## src/rtl/esh_pkg.sv

```systemverilog
package esh_pkg;

  // Spectrum geometry
  localparam int NUM_BINS    = 1024;
  localparam int NUM_ORIGINS = 3;
  localparam int OUT_CATS    = 3;
  localparam int BIN_W       = $clog2(NUM_BINS);
  localparam int COLS        = NUM_ORIGINS + 1;

  // Field widths
  localparam int CNT_W   = 32;
  localparam int EN_W    = 24;
  localparam int WIDTH_W = 16;
  localparam int CAT_W   = 3;
  localparam int IDX_W   = 10;
  localparam int CMD_W   = 2;
  localparam int ROW_W   = COLS * CNT_W;

  // Bin divider: quotient bits resolved per cycle
  localparam int DIV_STEPS  = 4;
  localparam int DIV_CYCLES = EN_W / DIV_STEPS;
  localparam int DIV_CNT_W  = $clog2(DIV_CYCLES);

  // Queue between front and back
  localparam int QUEUE_DEPTH = 2;
  localparam int QPTR_W      = $clog2(QUEUE_DEPTH);

  typedef logic [CNT_W-1:0]     count_t;
  typedef logic [BIN_W-1:0]     bin_t;
  typedef logic [WIDTH_W-1:0]   width_t;
  typedef logic [CAT_W-1:0]     cat_t;
  typedef logic [DIV_CNT_W-1:0] div_cnt_t;
  typedef logic [QPTR_W-1:0]    qptr_t;
  typedef logic [QPTR_W:0]      qcnt_t;

  localparam width_t BIN_WIDTH_RESET = 16'd1000;
  localparam count_t SAT_MAX         = '1;

  // Command codes
  localparam logic [CMD_W-1:0] CMD_RECORD = 2'd0;
  localparam logic [CMD_W-1:0] CMD_READ   = 2'd1;
  localparam logic [CMD_W-1:0] CMD_CLEAR  = 2'd2;
  localparam logic [CMD_W-1:0] CMD_NOP    = 2'd3;

  // Classified operation handed from front to back
  typedef struct packed {
    logic [CMD_W-1:0] cmd;
    logic             hit;
    logic             bin_ok;
    cat_t             cat;
    bin_t             addr;
  } op_t;

  function automatic count_t sat_inc(count_t c);
    return (c == SAT_MAX) ? c : c + count_t'(1);
  endfunction

endpackage

```

## src/rtl/esh_if.sv

```systemverilog
interface esh_in_if;
  logic                       valid;
  logic                       ready;
  logic [esh_pkg::CMD_W-1:0]  command;
  logic [esh_pkg::EN_W-1:0]   energy_ev;
  logic [esh_pkg::CAT_W-1:0]  origin_category;
  logic [esh_pkg::IDX_W-1:0]  read_index;

  modport source (output valid, command, energy_ev, origin_category, read_index,
                  input ready);
  modport sink   (input valid, command, energy_ev, origin_category, read_index,
                  output ready);
endinterface


```

## src/rtl/esh_front.sv

```systemverilog
module esh_front (
  input  logic            clk_i,
  input  logic            rst_ni,
  input  esh_pkg::width_t bin_width_i,
  esh_in_if.sink          req_i,
  output esh_pkg::op_t    op_o,
  output logic            op_valid_o,
  input  logic            op_ready_i
);

  localparam logic [1:0] ST_IDLE = 2'd0;
  localparam logic [1:0] ST_DIV  = 2'd1;
  localparam logic [1:0] ST_PUSH = 2'd2;

  logic [1:0]               state_q, state_d;
  esh_pkg::div_cnt_t        cnt_q, cnt_d;
  logic [esh_pkg::EN_W-1:0] quo_q, quo_d, quo_v;
  esh_pkg::width_t          rem_q, rem_d, rem_v;
  esh_pkg::width_t          dsr_q, dsr_d;
  esh_pkg::op_t             op_q, op_d;

  // Restoring division, several quotient bits per cycle
  always_comb begin
    logic [esh_pkg::WIDTH_W:0] trial;
    rem_v = rem_q;
    quo_v = quo_q;
    for (int s = 0; s < esh_pkg::DIV_STEPS; s++) begin
      trial = {rem_v, quo_v[esh_pkg::EN_W-1]};
      quo_v = {quo_v[esh_pkg::EN_W-2:0], 1'b0};
      if (trial >= {1'b0, dsr_q}) begin
        trial    = trial - {1'b0, dsr_q};
        quo_v[0] = 1'b1;
      end
      rem_v = trial[esh_pkg::WIDTH_W-1:0];
    end
  end

  // Accept, classify and divide
  always_comb begin
    state_d = state_q;
    cnt_d   = cnt_q;
    quo_d   = quo_q;
    rem_d   = rem_q;
    dsr_d   = dsr_q;
    op_d    = op_q;
    case (state_q)
      ST_IDLE: begin
        if (req_i.valid) begin
          op_d.cmd    = req_i.command;
          op_d.cat    = req_i.origin_category;
          op_d.hit    = (req_i.command == esh_pkg::CMD_RECORD) && (req_i.energy_ev != '0);
          op_d.bin_ok = (req_i.command == esh_pkg::CMD_READ) &&
                        (esh_pkg::count_t'(req_i.read_index) <
                         esh_pkg::count_t'(esh_pkg::NUM_BINS));
          op_d.addr   = (req_i.command == esh_pkg::CMD_READ) ?
                        esh_pkg::bin_t'(req_i.read_index) : '0;
          quo_d       = req_i.energy_ev;
          rem_d       = '0;
          dsr_d       = (bin_width_i == '0) ? esh_pkg::width_t'(1) : bin_width_i;
          cnt_d       = '0;
          state_d     = op_d.hit ? ST_DIV : ST_PUSH;
        end
      end
      ST_DIV: begin
        quo_d = quo_v;
        rem_d = rem_v;
        cnt_d = cnt_q + esh_pkg::div_cnt_t'(1);
        if (cnt_q == esh_pkg::div_cnt_t'(esh_pkg::DIV_CYCLES - 1)) begin
          op_d.bin_ok = esh_pkg::count_t'(quo_v) < esh_pkg::count_t'(esh_pkg::NUM_BINS);
          op_d.addr   = esh_pkg::bin_t'(quo_v);
          state_d     = ST_PUSH;
        end
      end
      ST_PUSH: begin
        if (op_ready_i) begin
          state_d = ST_IDLE;
        end
      end
      default: begin
        state_d = ST_IDLE;
      end
    endcase
  end

  // Control state
  always_ff @(posedge clk_i or negedge rst_ni) begin
    if (!rst_ni) begin
      state_q <= ST_IDLE;
    end else begin
      state_q <= state_d;
    end
  end

  // Working registers
  always_ff @(posedge clk_i) begin
    cnt_q <= cnt_d;
    quo_q <= quo_d;
    rem_q <= rem_d;
    dsr_q <= dsr_d;
    op_q  <= op_d;
  end

  assign req_i.ready = (state_q == ST_IDLE);
  assign op_valid_o  = (state_q == ST_PUSH);
  assign op_o        = op_q;

endmodule

```

## src/flat_wrapper.sv

```systemverilog
// flat-port wrapper written by rule: the top's interface ports become plain ports
module esh_front_flat 
  (clk_i, rst_ni, bin_width_i, op_o, op_valid_o, op_ready_i, req_i_valid, req_i_command, req_i_energy_ev, req_i_origin_category, req_i_read_index, req_i_ready);
  esh_in_if req_i_i ();
  input  logic clk_i;
  input  logic rst_ni;
  input  esh_pkg::width_t bin_width_i;
  output esh_pkg::op_t op_o;
  output logic op_valid_o;
  input  logic op_ready_i;
  input wire logic [$bits(req_i_i.valid)-1:0] req_i_valid;
  input wire logic [$bits(req_i_i.command)-1:0] req_i_command;
  input wire logic [$bits(req_i_i.energy_ev)-1:0] req_i_energy_ev;
  input wire logic [$bits(req_i_i.origin_category)-1:0] req_i_origin_category;
  input wire logic [$bits(req_i_i.read_index)-1:0] req_i_read_index;
  output wire logic [$bits(req_i_i.ready)-1:0] req_i_ready;
  assign req_i_i.valid = req_i_valid;
  assign req_i_i.command = req_i_command;
  assign req_i_i.energy_ev = req_i_energy_ev;
  assign req_i_i.origin_category = req_i_origin_category;
  assign req_i_i.read_index = req_i_read_index;
  assign req_i_ready = req_i_i.ready;
  esh_front u_core (.clk_i(clk_i), .rst_ni(rst_ni), .bin_width_i(bin_width_i), .req_i(req_i_i), .op_o(op_o), .op_valid_o(op_valid_o), .op_ready_i(op_ready_i));
endmodule
```

## config.mk

```make
export PLATFORM = sky130hd
export DESIGN_NAME = esh_front_flat
export DESIGN_NICKNAME = d
export VERILOG_FILES = /design/src/rtl/esh_pkg.sv /design/src/rtl/esh_if.sv /design/src/rtl/esh_front.sv /design/src/flat_wrapper.sv
export SDC_FILE = /design/constraint.sdc
export NUM_CORES = 1
export LEC_CHECK = 0
export ABC_AREA = 0
export BUFFER_PORTS_ARGS = -buffer_cell sky130_fd_sc_hd__buf_2
export CORE_MARGIN = 5
export CORE_UTILIZATION = 40
export CTS_CLUSTER_DIAMETER = 60
export DETAILED_ROUTE_END_ITERATION = 10
export HOLD_SLACK_MARGIN = 0.03
export SYNTH_ARGS = -nofsm -noshare
export SYNTH_HDL_FRONTEND = slang
export SYNTH_SLANG_ARGS = --single-unit
```

## constraint.sdc

```tcl
create_clock -name clk_i -period 9.55 [get_ports clk_i]
set_input_delay 1.4325 -clock clk_i [delete_from_list [all_inputs] [get_ports clk_i]]
set_output_delay 1.4325 -clock clk_i [all_outputs]
set_load 0.02 [all_outputs]
```

# After elaboration in Yosys (flattened, before gate mapping)
# Cells that the tools add are included.
op_classes:
  add_sub_neg: 5
  multipliers: 0
  div: 0
  order_cmp: 5
  eq_ne: 7
  shift: 0
  muxes: 25
  bitwise_logic: 0
  reduce_logical: 10
op_table:
  columns: ["op", "count"]
  rows:
  - ["2-to-1 mux 16 bit", 5]
  - ["greater-or-equal comparator 17 x 16 -> 1 bit", 4]
  - ["subtractor 16 bit", 4]
  - ["one-hot mux 24 bit (2 select lines)", 1]
  - ["one-hot mux 16 bit (2 select lines)", 1]
  - ["< comparator 24 x 11 -> 1 bit (second input constant)", 1]
  - ["2-to-1 mux 24 bit", 1]
  - ["nonzero test 24 bit", 1]
  - ["2-to-1 mux 10 bit", 2]
  - ["one-hot mux 10 bit (2 select lines)", 1]
  - ["zero test 16 bit", 1]
  - ["2-to-1 mux 14 bit", 1]
  - ["2-to-1 mux 2 bit", 4]
  - ["one-hot mux 2 bit (3 select lines)", 1]
  - ["one-hot mux 3 bit (2 select lines)", 1]
  - ["AND reduction 3 bit", 2]
  - ["2-to-1 mux 1 bit", 5]
  - ["== test 2 x 1 -> 1 bit (second input constant)", 2]
  - ["zero test 2 bit", 2]
  - ["!= test 2 x 1 -> 1 bit (second input constant)", 2]
  - ["AND reduction 2 bit", 2]
  - ["adder 3 x 1 -> 3 bit (second input constant)", 1]
  - ["== test 3 bit (second input constant)", 1]
  - ["2-to-1 mux 3 bit", 1]
  - ["5 further kinds", 5]
totals:
  regBits: 78
  latchBits: 0
  ram_bits: 0
  mem_bits_ro: 0
  output_inout_bits: 19
  elab_cells: 62
  n_memories: 0

# Logic depth before layout (Yosys ltp)
# Gate-level depths: netlist of the first run.
logic_depth:
  word_depth: 11
  mapped_depth: 46
  depth_no_buf: 42

# Worst setup path before layout of the first run
# No wires, ideal clock.
synth_path:
  path_kind: "reg-to-reg"
  from: "register u_core.dsr_q[1]"
  to: "register u_core.rem_q[14], data pin"
  setup_ps: 270
  t_arrival_ps: 8982
  required_ps: 9280
  slack_ps: 298
  path_stages_with_launch: 42
  n_path_buf: 4
  synth_period_minus_slack_ps: 9252
  path_cell_list: "edfxtp_1 > inv_1 > ha_1 > nor2b_1 > o31a_1 > o22a_2 > o21ai_4 > nand2_2 > mux2_2 > ha_1 > a21o_1 > or3_1 > o221ai_1 > a211oi_1 > o21ai_2 > nor3b_2 > buf_6 > buf_6 > [6 not listed] > o31ai_1 > a211oi_1 > nor2_1 > o31a_1 > o21a_1 > clkbuf_1 > a21oi_1 > or2_2 > ha_1 > or3_1 > o31ai_1 > a31oi_1 > a41oi_1 > and2_1 > nand4_1 > buf_2 > nand3_1 > a21oi_1"
synth_via:
  elab_chain_len: 9
synth_rtl:
  columns: ["element", "line_no", "text"]
  rows:
  - ["from (decl)", "esh_front.sv:19", "esh_pkg::width_t dsr_q, dsr_d;"]
  - ["from (signal assigned)", "esh_front.sv:99", "dsr_q <= dsr_d;"]
  - ["subtractor 16 bit or greater-or-equal comparator 17 x 16 -> 1 bit (tied branches)", "esh_front.sv:31, esh_front.sv:30", null]
  - ["2-to-1 mux 16 bit", "esh_front.sv:30", "if (trial >= {1'b0, dsr_q}) begin"]
  - ["subtractor 16 bit or greater-or-equal comparator 17 x 16 -> 1 bit (tied branches)", "esh_front.sv:31, esh_front.sv:30", null]
  - ["2-to-1 mux 16 bit", "esh_front.sv:30", null]
  - ["subtractor 16 bit or greater-or-equal comparator 17 x 16 -> 1 bit (tied branches)", "esh_front.sv:31, esh_front.sv:30", null]
  - ["2-to-1 mux 16 bit", "esh_front.sv:30", null]
  - ["subtractor 16 bit or greater-or-equal comparator 17 x 16 -> 1 bit (tied branches)", "esh_front.sv:31, esh_front.sv:30", null]
  - ["2-to-1 mux 16 bit *", "esh_front.sv:30", null]
  - ["one-hot mux 16 bit (2 select lines) *", "esh_front.sv:46", "case (state_q)"]
  - ["to (signal assigned)", "esh_front.sv:98", "rem_q <= rem_d;"]
  - ["to (decl)", "esh_front.sv:18", "esh_pkg::width_t rem_q, rem_d, rem_v;"]
# Every way passes the cells marked *; elsewhere a longest branch is shown, timed or not.
# A chain may end at the register's enable or synchronous reset.

# Final worst setup path of the first run
layout_path:
  from: "register u_core.dsr_q[6]"
  to: "register u_core.rem_q[15], data pin"
# The elaborated chain is that of the path after synthesis.

==> run summary, run 1 <==
share of cells above drive strength 1: 25.6%
met2 Usage GRT: 34.0%
number of cells produced by synthesis: 807
Hold Violations, Final: 0
gate family responsible for the most delay along the worst path: compound AO/OA/AOI/OAI gates
standard-cell row count: 49
time the final worst path needs with I/O delays and setup: 9.22 ns
Setup Slack @ Placement: -0.145 ns
top cell type's share of synthesized area: 31.8%
number of DRC markers in iteration 0: 502
highest-count cells in the layout ignoring fill and taps: sky130_fd_sc_hd__nand2_1, sky130_fd_sc_hd__buf_2, sky130_fd_sc_hd__edfxtp_1
maximum clock skew at final layout: 0.00452 ns
placed insts: 1143
hold_buf cts: 0
tightest hold margin: 0.530 ns
number of synthesized register bits: 78
die outline area: 0.0207 mm2
post-detailed-route DRC marker count: 0
critical-path maximum fanout: 16
wire length after detailed routing: 22300 um
cell with the largest stage delay on the worst path: sky130_fd_sc_hd__or3_1
reg2reg setup slack: 0.33 ns
met1 capacity usage during global routing: 30.0%
number of global-route vias before repair: 6276
Netlist cell types: 83
final setup violating endpoints: 0
effective utilization at floorplan: 40.2%
I/O pins: 78
Clk Latency, worst-skew pair: 0.34 ns
netlist area before placement: 0.00718 mm2
Root Buffer: sky130_fd_sc_hd__clkbuf_16
Peak Freq: 108 MHz
result of the run: completed
router iterations before antenna repair: 5
width of the die: 144 um
launch point of the critical path: u_core.dsr_q[6]
data required time at the worst endpoint: 9.76 ns
number of buffers inserted during clock tree synthesis: 9
CP Capture Type: flip-flop
critical setup path kind: flip-flop to flip-flop
post-DR vias/cell: 5.69
number of buffers inserted by port buffering: 77
Final Slew Violations: 0
startpoint kind of the worst setup timing path: flip-flop
fin crit share: 96.6%
CTS sink count: 78
met3 track demand over resource: 2.90%
number of flops mapped to enable cells by yosys: 76
max-cap check violation count: 0
antenna cell count: 0
number of buffers on the longest clock path: 2
clock slew at reported path FFs: 0.06 ns
startpoint of the most critical register-to-register path: u_core.dsr_q[6]
final net count: 1056
Yosys Warn Count: 0
Worst Min Path Start: u_core.quo_q[15]
primary flip-flop cell chosen by synthesis mapping: sky130_fd_sc_hd__edfxtp_1
dpl hpwl: 18300 um
Vias: 6607
area leader, netlist: sky130_fd_sc_hd__edfxtp_1
synthesis-to-layout area growth: 20.7%
die height: 144 um
class of the tightest hold or removal check: flip-flop to flip-flop
average cell area after synthesis: 8.89 um2
Total Routing Usage GR: 21.4%
asr flop ratio synth: 2.56%
detail-routed net length per standard cell: 19.2 um
global-route congestion overflow total: 0
layer carrying the most global-route usage: met2
final std cells w/o fill: 1161
area of the core region: 0.0178 mm2
maximum level of the CTS H-tree: 3
number of antenna violations at the first check in global routing: 0
Most Frequent Cell on Critical Path: sky130_fd_sc_hd__ha_1
actual slew at the worst max-slew pin: 1.02 ns
leading cell type in the layout, fill and taps excluded: sky130_fd_sc_hd__nand2_1
largest incremental delay on the critical path: 0.42 ns
first-pass GRT wire length: 33900 um
CTS tree: built
register area share after synthesis: 32.5%
Final Wtd Congestion: 0.964
final worst setup slack: 0.325 ns
remaining antenna violation count after routing: 0
maximum number of pins on one net before global-route repair: 52
worst slew margin relative to its limit: 31.8%
syn_nets: 936
crit path DAT: 9.43 ns
Area contributors post-synth: sky130_fd_sc_hd__edfxtp_1, sky130_fd_sc_hd__ha_1, sky130_fd_sc_hd__nand2_1, sky130_fd_sc_hd__a21oi_1, sky130_fd_sc_hd__xnor2_1
buffering stage count on the worst path with inverters included: 6
synthesized netlist by cell type, types with 9 or more instances:
library cell	number
sky130_fd_sc_hd__nand2_1	110
sky130_fd_sc_hd__o22ai_1	12
sky130_fd_sc_hd__and3_1	15
sky130_fd_sc_hd__o21ai_0	34
sky130_fd_sc_hd__nand2b_1	12
sky130_fd_sc_hd__o21a_1	12
sky130_fd_sc_hd__nor2_1	37
sky130_fd_sc_hd__xor2_1	19
sky130_fd_sc_hd__inv_1	40
sky130_fd_sc_hd__nor3_1	16
sky130_fd_sc_hd__a21oi_1	55
sky130_fd_sc_hd__edfxtp_1	76
sky130_fd_sc_hd__or2_2	11
sky130_fd_sc_hd__mux2_2	18
sky130_fd_sc_hd__xnor2_1	25
sky130_fd_sc_hd__nor4_1	14
sky130_fd_sc_hd__a211oi_1	9
sky130_fd_sc_hd__clkbuf_1	28
sky130_fd_sc_hd__nand4_1	11
sky130_fd_sc_hd__a21o_1	19
sky130_fd_sc_hd__nand3_1	30
sky130_fd_sc_hd__ha_1	66
logic make-up (layout without fill, tap and decap cells):
group,Yosys count,after routing,share of synthesized area [%]
simple gates,295,295,20.3
compound gates,215,215,20.8
buf+inv,82,207,4.81
flops,78,78,32.5
fa+ha+maj,70,70,12.6
xor+xnor,44,44,5.37
mux,23,23,3.57
worst min-delay path: cells and delay by family (launching register included):
kind          cells  cell delay (ns)
simple gates      2             0.10
flops             1             0.33
through the flow:
step                      util [%]  instance area (um2)  TNS [ns]
after detailed placement      46.1                 8220    -0.497
after floorplan                  -                 7180         0
after CTS                     48.0                 8560         0
after global placement        46.1                 8220         0
after global routing          48.5                 8660    -0.162
final                         48.5                 8660         0
final timing paths:
path                                     endpoint  depth (start not counted)
worst min-delay path             u_core.quo_q[19]                          2
worst max register to register   u_core.rem_q[15]                         38
worst min register to register   u_core.quo_q[19]                          2
min in group asynchronous       u_core.state_q[0]                          1
worst max-delay path             u_core.rem_q[15]                         38
max in group asynchronous       u_core.state_q[0]                          1
sequential cells by signal, indices dropped and copies added (netlist names):
| name | cells |
|---|---|
| u_core.op_o | 17 |
| u_core.dsr_q | 16 |
| u_core.rem_q | 16 |
| u_core.cnt_q | 3 |
| u_core.state_q | 2 |
| u_core.quo_q | 24 |
layout make-up:
| class | instances | area (um2) |
|---|---|---|
| fillers | 1723 | 9180 |
| repair buffers | 150 | 958 |
| well taps | 229 | 287 |
| flip-flops and latches | 78 | 2330 |
| clock buffers | 9 | 225 |
| inverters | 41 | 154 |
| clock inverters | 7 | 97.6 |
| multi-input cells | 647 | 4610 |
per-layer routing:
| layer | wire [um] | part of all wire (%) |
|---|---|---|
| met1 | 9950 | 45 |
| met2 | 10200 | 46 |
| met3 | 1440 | 6.4 |
| met4 | 672 | 3.0 |
| met5 | 0 | 0 |
what timing repair did:
item	CTS	global route
gates resized for setup	2	22
endpoints found under the setup margin	17	18
pin swaps	0	4
setup buffers	1	1
Power of run 1 is left out: the tool's default activity adds up to more than one toggle a clock period on the data nets, which glitch-free logic cannot reach.
==> run 2, diff against run 1 <==
PLACE_DENSITY = 0.59   (was default)
==> run 2 against run 1 <==
  * Via count shrank 1.1%
  * Register-to-register slack gained 0.06 ns
  * Wire length is 1.0% higher
  * Final area down 0.62%
  * Global-route usage grew 0.46 points
  * Critical path type unchanged
  * Critical endpoint is now u_core.rem_q[7]
==> run summary, run 2 (synthesis results as in run 1) <==
startpoint kind of the worst setup timing path: flip-flop (unchanged)
Root Buffer: sky130_fd_sc_hd__clkbuf_16 (unchanged)
placed insts: 1129 (was 1143)
Min-Delay Path Depth: 2 (unchanged)
number of antenna violations at the first check in global routing: 0 (unchanged)
global-route congestion overflow total: 0 (unchanged)
Final Slew Violations: 0 (unchanged)
area of the multi-input gates: 0.00466 mm2 (was 0.00461 mm2)
effective utilization at floorplan: 40.2% (unchanged)
remaining antenna violation count after routing: 0 (unchanged)
number of buffers added for setup after CTS: 0 (was 1)
hold path endpoint: u_core.quo_q[17] (was u_core.quo_q[19])
synthesis-to-layout area growth: 19.9% (was 20.7%)
depth of the most critical reg-to-reg path: 40 (was 38)
wire length after detailed routing: 22500 um (was 22300 um)
startpoint of the most critical register-to-register path: u_core.quo_q[23] (was u_core.dsr_q[6])
largest incremental delay on the critical path: 0.43 ns (was 0.42 ns)
sequential standard cell area: 0.00233 mm2 (unchanged)
Vias: 6533 (was 6607)
maximum clock skew at final layout: 0.00938 ns (was 0.00452 ns)
result of the run: completed (unchanged)
first-pass GRT wire length: 34500 um (was 33900 um)
utilization after layout: 48.2% (was 48.5%)
final std cells w/o fill: 1145 (was 1161)
share of cells above drive strength 1: 24.7% (was 25.6%)
hold_buf cts: 0 (unchanged)
fill count: 1724 (was 1723)
number of DRC markers in iteration 0: 507 (was 502)
final net count: 1040 (was 1056)
width of the die: 144 um (unchanged)
actual slew at the worst max-slew pin: 1.25 ns (was 1.02 ns)
final setup violating endpoints: 0 (unchanged)
number of buffers on the longest clock path: 2 (unchanged)
critical setup path kind: flip-flop to flip-flop (unchanged)
Final Wtd Congestion: 0.977 (was 0.964)
die height: 144 um (unchanged)
number of buffers inserted during clock tree synthesis: 9 (unchanged)
critical-path maximum fanout: 19 (was 16)
Largest register FFs: 24 (unchanged)
maximum level of the CTS H-tree: 3 (unchanged)
standard-cell row count: 49 (unchanged)
number of buffers inserted by port buffering: 77 (unchanged)
leading cell type in the layout, fill and taps excluded: sky130_fd_sc_hd__nand2_1 (unchanged)
worst slew margin relative to its limit: 16.1% (was 31.8%)
post-detailed-route DRC marker count: 0 (unchanged)
dpl hpwl: 18400 um (was 18300 um)
reg2reg setup slack: 0.38 ns (was 0.33 ns)
Hold Violations, Final: 0 (unchanged)
cell with the largest stage delay on the worst path: sky130_fd_sc_hd__or3_1 (unchanged)
post-DR vias/cell: 5.71 (was 5.69)
maximum number of pins on one net before global-route repair: 52 (unchanged)
die outline area: 0.0207 mm2 (unchanged)
Worst Min Path Start: u_core.quo_q[13] (was u_core.quo_q[15])
max-cap check violation count: 0 (unchanged)
Total Routing Usage GR: 21.9% (was 21.4%)
detail-routed net length per standard cell: 19.7 um (was 19.2 um)
register ranked first by flip-flop count: u_core.quo_q (unchanged)
CTS tree: built (unchanged)
area of the core region: 0.0178 mm2 (unchanged)
class of the tightest hold or removal check: flip-flop to flip-flop (unchanged)
crit path DAT: 9.29 ns (was 9.43 ns)
Peak Freq: 109 MHz (was 108 MHz)
worst reg2reg endpoint: u_core.rem_q[7] (was u_core.rem_q[15])
clock slew at reported path FFs: 0.06 ns (about the same)
total negative slack for setup checks: 0 ns (unchanged)
router iterations before antenna repair: 5 (unchanged)
highest-count cells in the layout ignoring fill and taps: sky130_fd_sc_hd__nand2_1, sky130_fd_sc_hd__buf_2, sky130_fd_sc_hd__edfxtp_1 (unchanged)
CP Capture Type: flip-flop (unchanged)
Most Frequent Cell on Critical Path: sky130_fd_sc_hd__ha_1 (unchanged)
fin crit share: 96.0% (was 96.6%)
I/O pins: 78 (unchanged)
number of global-route vias before repair: 6359 (was 6276)
Clk Latency, worst-skew pair: 0.35 ns (was 0.34 ns)
time the final worst path needs with I/O delays and setup: 9.17 ns (was 9.22 ns)
antenna cell count: 0 (unchanged)
CTS sink count: 78 (unchanged)
data required time at the worst endpoint: 9.67 ns (was 9.76 ns)
run 2: cell types whose count changed in the layout (fill, tap and decap cells not counted), moves of 2 or more:
cell                       before  now
sky130_fd_sc_hd__a21oi_1       55   51
sky130_fd_sc_hd__a21oi_2        2    5
sky130_fd_sc_hd__buf_4         71   52
sky130_fd_sc_hd__buf_6          0    2
sky130_fd_sc_hd__clkinv_1       1    3
sky130_fd_sc_hd__clkinv_4       2    0
sky130_fd_sc_hd__o31ai_2        3    1
sky130_fd_sc_hd__o31ai_4        0    2
run 2: final cells by class:
cell class / count / share of cell area [%]
multi-input combinational: 647 / 54.2
sequential: 78 / 27.1
timing repair buffer: 134 / 9.97
tap: 229 / 3.33
clock buffer: 9 / 2.62
inverter: 41 / 1.79
clock inverter: 7 / 1.02
run 2: routing by layer:
layer  vias up  global-route usage [%]  part of all wire [%]
li1       3203                       -                     -
met1      3094                    30.1                    46
met2       199                    34.1                    45
met3        37                    5.52                   6.9
met4         0                    6.29                   2.5
met5         -                       0                     0
run 2: worst max-delay path by stage:
stage | startpoint | endpoint | cells past startpoint
after global routing | u_core.dsr_q[6] | u_core.rem_q[1] | 39
after global placement | u_core.dsr_q[11] | u_core.rem_q[11] | 44
after detailed placement | u_core.dsr_q[11] | u_core.rem_q[1] | 41
after floorplan | u_core.dsr_q[1] | u_core.rem_q[14] | 41
after CTS | u_core.dsr_q[11] | u_core.rem_q[1] | 43
final | u_core.quo_q[23] | u_core.rem_q[7] | 40
run 2: critical path: cells and delay by family (launching register included):
family	cells	cell delay, ns
DFF	1	0.37
AOI/OAI and AO/OA	18	4.03
buffers and inverters	6	0.86
adders and majority gates	5	1.44
and+or+nand+nor	10	1.85
muxes	1	0.37
run 2: stage by stage:
| stage | hold WS [ns] | setup slack, ns | area [um2] |
|---|---|---|---|
| 6_report | 0.530 | 0.381 | 8610 |
| 3_3_place_gp | 0.519 | 0.122 | 8130 |
| 2_1_floorplan | 0.495 | 0.298 | 7180 |
| 3_5_place_dp | 0.513 | 0.0652 | 8130 |
| 4_1_cts | 0.529 | 0.00768 | 8440 |
| 5_1_grt | 0.546 | -0.0415 | 8610 |
run 2: what timing repair did:
| action | CTS | global route |
|---|---|---|
| hold endpoints to repair | 0 | 0 |
| setup endpoints to repair | 0 | 18 |
| resized for setup | 0 | 34 |
Power of run 2 is left out for the same reason.
