### src/rtl/esh_pkg.sv
package esh_pkg;

  // Spectrum geometry
  localparam int NUM_BINS    = 1024;
  localparam int NUM_ORIGINS = 3;
  localparam int OUT_CATS    = 3;
  localparam int BIN_W       = $clog2(NUM_BINS);
  localparam int COLS        = NUM_ORIGINS + 1;

  // Field widths
  localparam int CNT_W   = 32;
  localparam int EN_W    = 24;
  localparam int WIDTH_W = 16;
  localparam int CAT_W   = 3;
  localparam int IDX_W   = 10;
  localparam int CMD_W   = 2;
  localparam int ROW_W   = COLS * CNT_W;

  // Bin divider: quotient bits resolved per cycle
  localparam int DIV_STEPS  = 4;
  localparam int DIV_CYCLES = EN_W / DIV_STEPS;
  localparam int DIV_CNT_W  = $clog2(DIV_CYCLES);

  // Queue between front and back
  localparam int QUEUE_DEPTH = 2;
  localparam int QPTR_W      = $clog2(QUEUE_DEPTH);

  typedef logic [CNT_W-1:0]     count_t;
  typedef logic [BIN_W-1:0]     bin_t;
  typedef logic [WIDTH_W-1:0]   width_t;
  typedef logic [CAT_W-1:0]     cat_t;
  typedef logic [DIV_CNT_W-1:0] div_cnt_t;
  typedef logic [QPTR_W-1:0]    qptr_t;
  typedef logic [QPTR_W:0]      qcnt_t;

  localparam width_t BIN_WIDTH_RESET = 16'd1000;
  localparam count_t SAT_MAX         = '1;

  // Command codes
  localparam logic [CMD_W-1:0] CMD_RECORD = 2'd0;
  localparam logic [CMD_W-1:0] CMD_READ   = 2'd1;
  localparam logic [CMD_W-1:0] CMD_CLEAR  = 2'd2;
  localparam logic [CMD_W-1:0] CMD_NOP    = 2'd3;

  // Classified operation handed from front to back
  typedef struct packed {
    logic [CMD_W-1:0] cmd;
    logic             hit;
    logic             bin_ok;
    cat_t             cat;
    bin_t             addr;
  } op_t;

  function automatic count_t sat_inc(count_t c);
    return (c == SAT_MAX) ? c : c + count_t'(1);
  endfunction

endpackage

### src/rtl/esh_queue.sv
module esh_queue (
  input  logic         clk_i,
  input  logic         rst_ni,
  input  esh_pkg::op_t push_op_i,
  input  logic         push_valid_i,
  output logic         push_ready_o,
  output esh_pkg::op_t pop_op_o,
  output logic         pop_valid_o,
  input  logic         pop_ready_i
);

  esh_pkg::op_t   entry_q [esh_pkg::QUEUE_DEPTH];
  esh_pkg::qptr_t wr_ptr_q, rd_ptr_q;
  esh_pkg::qcnt_t count_q;
  logic           push, pop;

  assign push_ready_o = (count_q != esh_pkg::qcnt_t'(esh_pkg::QUEUE_DEPTH));
  assign pop_valid_o  = (count_q != '0);
  assign push         = push_valid_i && push_ready_o;
  assign pop          = pop_valid_o && pop_ready_i;
  assign pop_op_o     = entry_q[rd_ptr_q];

  function automatic esh_pkg::qptr_t wrap_inc(esh_pkg::qptr_t p);
    return (p == esh_pkg::qptr_t'(esh_pkg::QUEUE_DEPTH - 1)) ? '0 : p + esh_pkg::qptr_t'(1);
  endfunction

  // Advance pointers and fill level
  always_ff @(posedge clk_i or negedge rst_ni) begin
    if (!rst_ni) begin
      wr_ptr_q <= '0;
      rd_ptr_q <= '0;
      count_q  <= '0;
    end else begin
      if (push) begin
        wr_ptr_q <= wrap_inc(wr_ptr_q);
      end
      if (pop) begin
        rd_ptr_q <= wrap_inc(rd_ptr_q);
      end
      if (push && !pop) begin
        count_q <= count_q + esh_pkg::qcnt_t'(1);
      end else if (pop && !push) begin
        count_q <= count_q - esh_pkg::qcnt_t'(1);
      end
    end
  end

  // Store entries
  always_ff @(posedge clk_i) begin
    if (push) begin
      entry_q[wr_ptr_q] <= push_op_i;
    end
  end

endmodule

### config.mk
export PLATFORM = sky130hd
export DESIGN_NAME = esh_queue
export DESIGN_NICKNAME = d
export VERILOG_FILES = /design/src/rtl/esh_pkg.sv /design/src/rtl/esh_queue.sv
export SDC_FILE = /design/constraint.sdc
export NUM_CORES = 1
export LEC_CHECK = 0
export ABC_AREA = 1
export ABC_CLOCK_PERIOD_IN_PS = 1800
export BUFFER_PORTS_ARGS = -buffer_cell sky130_fd_sc_hd__buf_2
export CAP_MARGIN = 20
export CORE_MARGIN = 1
export CORE_UTILIZATION = 46
export DETAILED_ROUTE_END_ITERATION = 10
export PLACE_DENSITY_LB_ADDON = 0.08
export RECOVER_POWER = 50
export SYNTH_ARGS = -nofsm -noshare
export SYNTH_HDL_FRONTEND = slang
export SYNTH_SLANG_ARGS = --single-unit
### constraint.sdc
create_clock -name clk_i -period 1.8 [get_ports clk_i]
set_clock_uncertainty 0.1 [all_clocks]
set_input_delay 0.18 -clock clk_i [delete_from_list [all_inputs] [get_ports clk_i]]
set_output_delay 0.18 -clock clk_i [all_outputs]
set_load 0.05 [all_outputs]
---- Word-level counts from Yosys, hierarchy flattened ----
Memory sizes are Yosys's and may differ from the RTL's.
Cells that the tools add are included.
cells by class
  add/subtract/negate cells ............... 4
  equality and inequality tests ........... 1
  multiplexer cells ....................... 6
  reduce and logical (&&, ||, !) cells .... 8
operators with widths
  cell                                                                number
  1-bit logical AND                                                   4
  1-bit 2-to-1 mux                                                    4
  2-bit 2-to-1 mux                                                    2
  2-bit nonzero test                                                  2
  1-bit adder, second input constant                                  2
  2-bit by 1-bit adder with 2-bit output, second input constant       1
  1-bit zero test                                                     2
  2-bit inequality test, second input constant                        1
  2-bit by 1-bit subtractor with 2-bit output, second input constant  1
storage, ports and cells
  flip-flop bits (word level) ............. 4
  memory bits (writable) .................. 34
  bits of input ports ..................... 21
  output and inout bits ................... 19
  word-level logic and storage cells ...... 23
  memories ................................ 1
memories
  memory   words  bits a word  rd ports  clocked after memory_dff  wr ports  line             RTL
  entry_q  2      17           1         0                         1         esh_queue.sv:12  esh_pkg::op_t entry_q [esh_pkg::QUEUE_DEPTH];

---- Longest topological paths before layout ----
Gate-level depths: netlist of run 1.
  depth in word-level cells ............... 6
  mapped depth ............................ 10
  gate-level depth less buffers ........... 10

---- Worst setup path before layout of run 1 ----
Ideal clock, no wire load.
  path kind ............................... flip-flop to flip-flop
  start point ............................. register count_q[0]
  end point ............................... memory entry_q[0][0] (netlist bit), enable pin
  library setup time ...................... 390 ps
  arrival time ............................ 1432 ps
  data required time ...................... 1310 ps
  slack ................................... -123 ps
  cell stages (with the launch flop) ...... 5
  path buffers ............................ 0
  clock period less this slack ............ 1923 ps
  cell sequence ........................... dfrtp_1 -> inv_2 -> nand2_4 -> nand2_4 -> nor2_1
between the ends
  cells in the longest elaborated chain, start to end .. 4
RTL lines
  element                                 line             RTL
  start: declaration                      esh_queue.sv:14  esh_pkg::qcnt_t count_q;
  start signal: assignment                esh_queue.sv:41  count_q <= count_q + esh_pkg::qcnt_t'(1);
  start signal: assignment                esh_queue.sv:43  count_q <= count_q - esh_pkg::qcnt_t'(1);
  2-bit inequality test                   esh_queue.sv:17  assign push_ready_o = (count_q != esh_pkg::qcnt_t'(esh_pkg::QUEUE_DEPTH));
  named net push_ready_o                  esh_queue.sv:6   output logic push_ready_o,
  1-bit logical AND                       esh_queue.sv:19  assign push = push_valid_i && push_ready_o;
  1-bit 2-to-1 mux                        esh_queue.sv:50  if (push) begin
  1-bit 2-to-1 mux (implied by the code)  esh_queue.sv:51  entry_q[wr_ptr_q] <= push_op_i;
  end: declaration                        esh_queue.sv:12
The timed path passes the listed nets, and every way through them passes these cells.

==> results of run 1 <==
## logic make-up (layout without fill, tap and decap cells)
| family | count (synthesis) | after routing | share of synthesized area |
|---|---|---|---|
| flops | 38 | 38 | 0.737 |
| xor+xnor | 2 | 2 | 0.0165 |
| buf+inv | 10 | 79 | 0.0518 |
| simple gates | 66 | 66 | 0.186 |
| fa+ha+maj | 1 | 1 | 0.00823 |
## repair_timing
item | in CTS | in global routing
hold endpoints to repair | 39 | 0
endpoints found under the setup margin | 12 | 0
hold buffers | 19 | 0
gates resized for setup | 1 | 0
## through the flow
stage               setup WS (ps)  setup TNS [ps]
floorplan                    -123           -4180
global placement              328               0
detailed placement            291               0
CTS                          96.1               0
global route                 6.97               0
finish                        132               0
## layout make-up
cell class	count	area [um^2]	area share
Sequential cell	38	1120	0.556
Timing Repair Buffer	64	408	0.202
Clock buffer	6	41.3	0.0205
Multi-Input combinational cell	69	320	0.159
Tap cell	44	55.1	0.0273
Clock inverter	2	37.5	0.0186
Inverter	7	33.8	0.0167
## tightest hold or removal path: stages
cell	delay (ps)
buf_2	110
nand2_4	90
xor2_2	60
## placed cells by master, fill, tap and decap left out, types with 3 or more instances in the layout
cell           synthesis  layout
nand2_1               53      54
edfxtp_1              34      34
buf_2                  0      27
dlygate4sd3_1          0      19
clkbuf_1               0      15
nand2_2                6       5
inv_1                  4       5
clkbuf_4               0       5
buf_4                  0       4
dfrtp_1                4       3
## layer usage
layer / vias to the layer above / share of wire / global-route usage
met5: - / 0 / 0
met4: 0 / 0.0059 / 0.0782
met3: 2 / 0.050 / 0.0721
met2: 31 / 0.50 / 0.279
met1: 458 / 0.44 / 0.194
li1: 521 / - / -
## state kept, by name, summed over array words and instances (netlist names)
signal,flops
rd_ptr_q,1
wr_ptr_q,1
entry_q,34
count_q,2
## power by group through the flow
| stage | Combinational [mW] | Clock (mW) | Sequential (mW) |
|---|---|---|---|
| 2_1_floorplan | 1.46 | 0 | 1.30 |
| 3_3_place_gp | 1.76 | 0 | 1.34 |
| 3_5_place_dp | 1.78 | 0 | 1.35 |
| 4_1_cts | 1.81 | 0.568 | 1.33 |
| 5_1_grt | 1.92 | 0.603 | 1.35 |
| 6_report | 1.76 | 0.555 | 1.33 |
## final timing paths
| check | from | endpoint | slack, ps | cells after the start |
|---|---|---|---|---|
| worst min register to register | count_q[0] | count_q[0] | 430 | 1 |
| min in group asynchronous | rst_ni | count_q[1] | 100 | 2 |
| worst min-delay path | push_valid_i | wr_ptr_q | 50 | 3 |
| worst max-delay path | rd_ptr_q | pop_op_o[16] | 130 | 4 |
| max in group asynchronous | rst_ni | rd_ptr_q | 1290 | 2 |
| worst max register to register | count_q[0] | entry_q[0][16] | 160 | 5 |
==> results.tsv, run 1 <==
stage	metric	value	unit
cts	cts_tree	built	
cts	htree_num_levels	2	
pwr	leakagePower	0.872	nW
synthesis	syn_area	0.00152	mm^2
setup_path	cp_slowest_cell	dfrtp_2	
place	hpwlAfterDp	1710	um
pwr	p_comb_frac	0.483	
synthesis	synthTopCellsByCount	nand2_1 (53), edfxtp_1 (34), nand2_2 (6)	
setup_path	crit_chain	buf_4, nand2_1, nand2_1, buf_2	
cts	path_clk_slew	100	ps
setup_path	critical_path_required	1520	ps
layout	insertedDiodeCount	0	
synthesis	netlist_top_cells_area	edfxtp_1 (67%), nand2_1 (13%), dfrtp_1 (6.6%)	
layout	fillerInstances	281	
setup_path	worstSetupPathType	register to output port	
grt	grt_pass1_vias	948	
sta	period_minus_slack	1670	ps
setup_path	end_kind	output port	
setup_path	critical_path_buf_inv_count	2	
layout	final_cells	230	
place	gp_congestion	0.655	
floorplanning	die_width	59.5	um
sta	max_slew.worst_pin.slew	471	ps
sta	final_max_slew_viol_count	0	
place	io_buffers	39	
setup_path	path_max_fanout	9	
floorplanning	rows	20	
synthesis	syn_area_per_cell	13.0	um^2
synthesis	yosys.cell_count.top_type	nand2_1	
grt	grt_usage	0.171	
detailed_routing	antenna_left	0	
place	post-place-cells	203	
setup_path	critPathMostFrequentCell	nand2_1	
synthesis	yosysTopAreaCellShare	0.672	
cts	cts_setup_buffers	0	
pwr	switching_power	1.71	mW
grt	antenna_found_initial	0	
layout	design_area	0.00202	mm^2
pwr	finalPower	3.65	mW
cts	clockBufferDepth	2	
layout	final_nets	207	
synthesis	yosysSeqAreaShare	0.737	
synthesis	ys_ff_latch	38	
floorplanning	dieHeight	59.5	um
pwr	power_frac_seq	0.364	
layout	final_util	0.650	
sta	relSlewSlack	0.686	
synthesis	yosysUniqueCellTypes	17	
floorplanning	initial_core_util	0.490	
detailed_routing	drt_first_pass_iters	4	
pwr	clkPwrFrac	0.152	
grt	grt_pass1_wl	4080	um
cts	cts_buffers	5	
synthesis	synth-edff-count	34	
setup_path	slowest_delay	510	ps
sta	rsz0062_at_grt	false	
floorplanning	pin_count	40	
synthesis	yosys_most_used_dff	edfxtp_1	
sta	holdWs	46.0	ps
cts	cts.root.buffer_cell	clkbuf_4	
sta	setup_viol	0	
setup_path	cpLargestDelayFamily	flip-flops	
detailed_routing	dr.first_iter.drc_count	39	
detailed_routing	vias	1012	
layout	drive_above_1_share	0.269	
outcome	outcome	finished clean	
detailed_routing	drcViolationCount	0	
setup_path	worstSetupStartpointType	register	
pwr	peakVddDrop	0.000927	V
layout	syn_to_final_growth	32.8	%
pwr	p_int	1.94	mW
grt	grt_overflow	0	
floorplanning	dieArea	0.00354	mm^2
sta	fmax	600	MHz
place	placed_area	0.00178	mm^2
hold_path	worstHoldPathType	primary input to register	
synthesis	netlist_instances	117	
sta	hold_viol	0	
detailed_routing	finalWirelength	2560	um
detailed_routing	wire_per_inst	11.1	um
setup_path	arrival	1390	ps
flow_run	max_cap_violations	0	
pwr	netSwitchingFraction	0.468	
cts	insertion_delay	320	ps
synthesis	syn_nets	139	
grt	grt_max_degree	19	
detailed_routing	vias_per_cell	4.40	
sta	post-route-period-util	0.926	
synthesis	ys_async_sr_fraction	0.105	
cts	clock_sinks	38	
floorplanning	fp.coreArea	0.00310	mm^2
synthesis	synth_top_area_cell	edfxtp_1	
synthesis	yosysWarnings	0	
pwr	power_density	1810	mW/mm^2
(Power assumes the default switching activity.)
==> run 2, diff against run 1 <==
--- a/config.mk
+++ b/config.mk
@@ -6,11 +6,11 @@
 export NUM_CORES = 1
 export LEC_CHECK = 0
 export ABC_AREA = 1
-export ABC_CLOCK_PERIOD_IN_PS = 1800
+export ABC_CLOCK_PERIOD_IN_PS = 1680
 export BUFFER_PORTS_ARGS = -buffer_cell sky130_fd_sc_hd__buf_2
 export CAP_MARGIN = 20
 export CORE_MARGIN = 1
-export CORE_UTILIZATION = 46
+export CORE_UTILIZATION = 51
 export DETAILED_ROUTE_END_ITERATION = 10
 export PLACE_DENSITY_LB_ADDON = 0.08
 export RECOVER_POWER = 50
==> constraint.sdc (replaced) <==
create_clock -name clk_i -period 1.68 [get_ports clk_i]
set_clock_uncertainty 0.1 [all_clocks]
set_input_delay 0.168 -clock clk_i [delete_from_list [all_inputs] [get_ports clk_i]]
set_output_delay 0.168 -clock clk_i [all_outputs]
set_load 0.05 [all_outputs]
==> results.tsv, run 2 (same netlist as run 1, synthesis figures left out) <==
stage	metric	value	unit	change
floorplanning	rows	19		-5.0%
setup_path	arrival	1330	ps	-60 ps
pwr	peakVddDrop	0.00154	V	+66%
setup_path	critPathMostFrequentCell	nand2_1		
layout	final_nets	207		unchanged
grt	grt_pass1_vias	1036		+9.3%
sta	max_slew.worst_pin.slew	396	ps	-75.5 ps
cts	cts_buffers	5		unchanged
setup_path	rrSetupSlack	150	ps	about the same
grt	use_met3	0.0853		+0.0132
cts	cts.root.buffer_cell	clkbuf_4		
detailed_routing	drt_first_pass_iters	4		unchanged
setup_path	crit_chain	buf_6, nand2_1, nand2_1, clkbuf_4		
setup_path	cp_slowest_cell	dfrtp_2		
sta	post-route-period-util	0.951		
sta	setup_viol	0		unchanged
detailed_routing	vias_per_cell	4.80		+9.1%
layout	drive_above_1_share	0.285		+0.0161
pwr	leakagePower	0.896	nW	+2.7%
place	pre_cts_ws	200	ps	-91.4 ps
setup_path	worstSetupStartpointType	register		
cts	clockBufferDepth	2		unchanged
cts	cts_setup_buffers	0		unchanged
cts	clock_sinks	38		unchanged
layout	seq_area	0.00112	mm^2	unchanged
floorplanning	dieArea	0.00320	mm^2	-9.5%
floorplanning	dieHeight	56.6	um	-4.9%
setup_path	critical_path_required	1410	ps	-110 ps
cts	insertion_delay	340	ps	+20 ps
layout	syn_to_final_growth	33.7	%	
detailed_routing	drcViolationCount	0		unchanged
setup_path	r2r-end	entry_q[0][10]		
sta	fmax	626	MHz	
grt	top_usage_layer	met2		
hold_path	worstHoldStart	push_valid_i		
floorplanning	pin_count	40		unchanged
sta	hold_viol	0		unchanged
layout	fillerInstances	206		-27%
floorplanning	die_width	56.6	um	-4.9%
setup_path	worstSetupPathType	register to output port		
setup_path	end_kind	output port		
outcome	outcome	finished clean		
place	post-place-cells	190		-6.4%
detailed_routing	wire_per_inst	12.8	um	+15%
grt	grt_overflow	0		unchanged
layout	final_cells	217		-5.7%
layout	reg_top3	entry_q (34), count_q (2)		
detailed_routing	antenna_left	0		unchanged
setup_path	slowest_delay	460	ps	-50 ps
setup_path	cp-startpoint	rd_ptr_q		
layout	multiInputGateArea	318	um^2	-0.78%
floorplanning	fp.coreArea	0.00278	mm^2	-10%
sta	relSlewSlack	0.736		+0.0503
detailed_routing	dr.first_iter.drc_count	36		-7.7%
cts	path_clk_slew	120	ps	+20 ps
floorplanning	initial_core_util	0.547		+0.0566
layout	final_util	0.731		+0.0801
layout	largest_reg_flops	34		unchanged
pwr	power_density	1980	mW/mm^2	+9.5%
grt	grt_usage	0.194		+0.0233
setup_path	rr_startpoint	count_q[0]		
sta	period_minus_slack	1600	ps	
cts	cts_tree	built		
sta	fin_ws	81.5	ps	-50.8 ps
setup_path	path_max_fanout	11		+2
grt	grt_pass1_wl	4460	um	+9.1%
grt	grtUsageMet1	0.211		+0.0167
place	io_buffers	39		unchanged
cts	htree_num_levels	2		unchanged
place	hpwlAfterDp	1690	um	-1.4%
layout	final_common_cell	nand2_1		
sta	final_max_slew_viol_count	0		unchanged
sta	holdWs	13.2	ps	-32.9 ps
layout	insertedDiodeCount	0		unchanged
grt	gr-usage-met2	0.324		+0.0451
grt	grt_max_degree	19		unchanged
layout	regMostFlops	entry_q		
setup_path	reg2reg_depth	5		unchanged
detailed_routing	finalWirelength	2780	um	+8.4%
hold_path	worstHoldPathType	primary input to register		
setup_path	crit_end	pop_op_o[13]		
detailed_routing	vias	1042		+3.0%
flow_run	max_cap_violations	0		unchanged
place	gp_congestion	0.632		-3.5%
layout	final_cell_mix	nand2_1 (54), edfxtp_1 (34), buf_2 (24)		
grt	antenna_found_initial	0		unchanged
[run 2: cell type report]
| cell class | count | share of cell area |
|---|---|---|
| inverter | 7 | 0.0166 |
| clock inverter | 1 | 0.0148 |
| clock buffer | 7 | 0.0271 |
| timing repair buffer | 64 | 0.214 |
| multi-input combinational | 69 | 0.156 |
| sequential | 38 | 0.552 |
| tap | 31 | 0.0191 |
[run 2: report_power, final]
group          internal (mW)  total (mW)  switching (mW)
logic                  0.510        1.97            1.46
clock network          0.356       0.644           0.288
registers               1.30        1.41           0.109
total                   2.17        4.02            1.85
[run 2: per-stage QoR]
step	instance area (um^2)	total power, mW	setup TNS, ps
detailed placement	1750	3.34	0
finish	2030	4.02	0
CTS	2030	4.02	0
global route	2030	4.23	-9.94
floorplan	1520	2.96	-8260
global placement	1750	3.31	0
[run 2: worst min path at each step]
stage / depth (start not counted) / slack (ps) / endpoint
3_5_place_dp: 1 / -110 / count_q[1]
5_1_grt: 3 / 7 / wr_ptr_q
4_1_cts: 3 / 10 / wr_ptr_q
2_1_floorplan: 0 / -230 / count_q[0]
3_3_place_gp: 1 / -120 / count_q[1]
6_report: 3 / 10 / wr_ptr_q
[run 2: worst max-delay path, delay by kind of cell (launching register included)]
kind          cells  cell delay, ps
simple gates      2             140
buf+inv           2             400
flops             1             460
[run 2: what timing repair did]
action / CTS / global route
hold buffers: 19 / 0
endpoints found under the hold margin: 39 / 0
resized for setup: 1 / 7
endpoints found under the setup margin: 11 / 10
[run 2: metal layers]
| metal | vias up | wire [um] |
|---|---|---|
| li1 | 520 | - |
| met1 | 483 | 1080 |
| met2 | 32 | 1480 |
| met3 | 7 | 173 |
| met4 | 0 | 42 |
| met5 | - | 0 |
==> run 3, diff against run 2 <==
--- a/config.mk
+++ b/config.mk
@@ -10,10 +10,11 @@
 export BUFFER_PORTS_ARGS = -buffer_cell sky130_fd_sc_hd__buf_2
 export CAP_MARGIN = 20
 export CORE_MARGIN = 1
-export CORE_UTILIZATION = 51
+export CORE_UTILIZATION = 40
 export DETAILED_ROUTE_END_ITERATION = 10
 export PLACE_DENSITY_LB_ADDON = 0.08
 export RECOVER_POWER = 50
+export REMOVE_ABC_BUFFERS = 1
 export SYNTH_ARGS = -nofsm -noshare
 export SYNTH_HDL_FRONTEND = slang
 export SYNTH_SLANG_ARGS = --single-unit
==> results.tsv, run 3 (same netlist as run 1, synthesis figures left out) <==
stage	metric	value	unit	change
outcome	outcome	finished clean		
sta	final_max_slew_viol_count	0		unchanged
cts	htree_num_levels	2		unchanged
setup_path	crit_chain	buf_4, nand2_1, nand2_1, buf_2		
pwr	leakagePower	0.878	nW	-1.9%
setup_path	r2r-end	entry_q[0][15]		
pwr	peakVddDrop	0.000961	V	-38%
hold_path	min_path_cells	3		unchanged
layout	final_nets	207		unchanged
floorplanning	die_width	63.7	um	+12%
place	io_buffers	39		unchanged
detailed_routing	antenna_left	0		unchanged
layout	final_cell_mix	nand2_1 (54), edfxtp_1 (34), buf_2 (28)		
detailed_routing	dr.first_iter.drc_count	42		+17%
setup_path	worstSetupPathType	register to output port		
grt	antenna_found_initial	0		unchanged
setup_path	critical_path_required	1410	ps	about the same
grt	grt_max_degree	19		unchanged
cts	cts_buffers	5		unchanged
sta	max_slew.worst_pin.slew	434	ps	+37.8 ps
hold_path	worstHoldStart	pop_ready_i		
grt	grt_usage	0.145		-0.0494
grt	grt_overflow	0		unchanged
sta	post-route-period-util	0.929		-0.0227
layout	drive_above_1_share	0.286		+0.00154
cts	cts_setup_buffers	0		unchanged
hold_path	worstHoldPathType	primary input to register		
cts	clockBufferDepth	2		unchanged
setup_path	rr_startpoint	count_q[0]		
flow_run	max_cap_violations	0		unchanged
place	hpwlAfterDp	1770	um	+4.5%
setup_path	path_max_fanout	5		-6
sta	holdWs	48.9	ps	+35.8 ps
setup_path	arrival	1290	ps	-40 ps
sta	fmax	641	MHz	+2.4%
place	gp_congestion	0.597		-5.6%
floorplanning	fp.coreArea	0.00366	mm^2	+32%
cts	insertion_delay	280	ps	-60 ps
setup_path	rrSetupSlack	140	ps	about the same
grt	grt_pass1_vias	1012		-2.3%
setup_path	cp_slowest_cell	dfrtp_2		
setup_path	slowest_delay	450	ps	about the same
sta	setup_viol	0		unchanged
setup_path	worstSetupStartpointType	register		
detailed_routing	vias_per_cell	4.33		-9.8%
setup_path	reg2reg_depth	5		unchanged
detailed_routing	drt_first_pass_iters	4		unchanged
detailed_routing	vias	1009		-3.2%
layout	regMostFlops	entry_q		
floorplanning	rows	22		+3
floorplanning	dieArea	0.00405	mm^2	+26%
layout	largest_reg_flops	34		unchanged
layout	reg_top3	entry_q (34), count_q (2)		
floorplanning	dieHeight	63.7	um	+12%
cts	clock_sinks	38		unchanged
sta	relSlewSlack	0.711		-0.0252
cts	cts.root.buffer_cell	clkbuf_8		
detailed_routing	drcViolationCount	0		unchanged
setup_path	critPathMostFrequentCell	nand2_1		
sta	period_minus_slack	1560	ps	-38.1 ps
layout	final_util	0.553		-0.177
sta	fin_setup_tns	0	ps	unchanged
sta	hold_viol	0		unchanged
hold_path	whs_endpoint	rd_ptr_q		
layout	insertedDiodeCount	0		unchanged
floorplanning	pin_count	40		unchanged
pwr	power_density	1930	mW/mm^2	-2.5%
floorplanning	initial_core_util	0.415		-0.131
layout	syn_to_final_growth	33.3	%	
cts	path_clk_slew	70	ps	-50 ps
cts	cts_tree	built		
layout	final_common_cell	nand2_1		
sta	rsz0062_at_grt	false		
detailed_routing	wire_per_inst	11.1	um	-13%
detailed_routing	finalWirelength	2590	um	-6.8%
setup_path	end_kind	output port		
grt	grt_pass1_wl	4290	um	-3.7%
[run 3: cell types whose count changed in the layout (fill, tap and decap cells not counted), moves of 2 or more]
| cell | before | now |
|---|---|---|
| clkbuf_1 | 11 | 13 |
| buf_4 | 4 | 6 |
| buf_2 | 24 | 28 |
| nor2_2 | 0 | 2 |
| nor2_1 | 2 | 0 |
| clkbuf_8 | 1 | 5 |
| clkbuf_4 | 11 | 0 |
[run 3: final cells by class]
| cell class | count | area, um^2 |
|---|---|---|
| multi-input cells | 69 | 323 |
| inverters | 7 | 33.8 |
| clock buffers | 7 | 76.3 |
| well taps | 48 | 60.1 |
| flip-flops and latches | 38 | 1120 |
| repair buffers | 64 | 410 |
| fillers | 325 | 1640 |
[run 3: routing by layer]
layer	vias to the layer above	wire length, um	GRT usage
met5	-	0	0
met2	26	1340	0.251
met1	460	1110	0.160
met3	2	120	0.0562
li1	521	-	-
met4	0	15	0.0483
[run 3: critical path, delay by kind of cell (launching register included)]
family | cells | cell delay, ps
flip-flops | 1 | 450
buffers and inverters | 2 | 430
AND/OR/NAND/NOR | 2 | 140
[run 3: metrics by stage]
step	total power [mW]	std cells	area, um^2	setup slack (ps)
2_1_floorplan	2.85	114	1480	-243
3_3_place_gp	3.36	208	1790	244
3_5_place_dp	3.39	208	1790	143
4_1_cts	3.98	233	2040	12.2
5_1_grt	4.16	233	2030	22.2
6_report	3.91	233	2030	120
[run 3: report_power, final]
group          internal (mW)  leakage (nW)  switching [mW]
logic                  0.485         0.477            1.46
clock network          0.285        0.0383           0.267
registers               1.31         0.363           0.109
total                   2.08         0.878            1.83
[run 3: worst max-delay path by stage]
stage               start             to
2_1_floorplan  count_q[0]  entry_q[0][0]
3_3_place_gp   count_q[0]     count_q[1]
3_5_place_dp   count_q[0]     count_q[1]
4_1_cts          rd_ptr_q    pop_op_o[0]
5_1_grt        count_q[0]     count_q[1]
6_report         rd_ptr_q    pop_op_o[0]
[run 3: repair_timing]
item / in CTS / in global routing
endpoints found under the setup margin: 0 / 15
endpoints found under the hold margin: 38 / 0
gates resized for setup: 0 / 1
hold buffers: 18 / 0
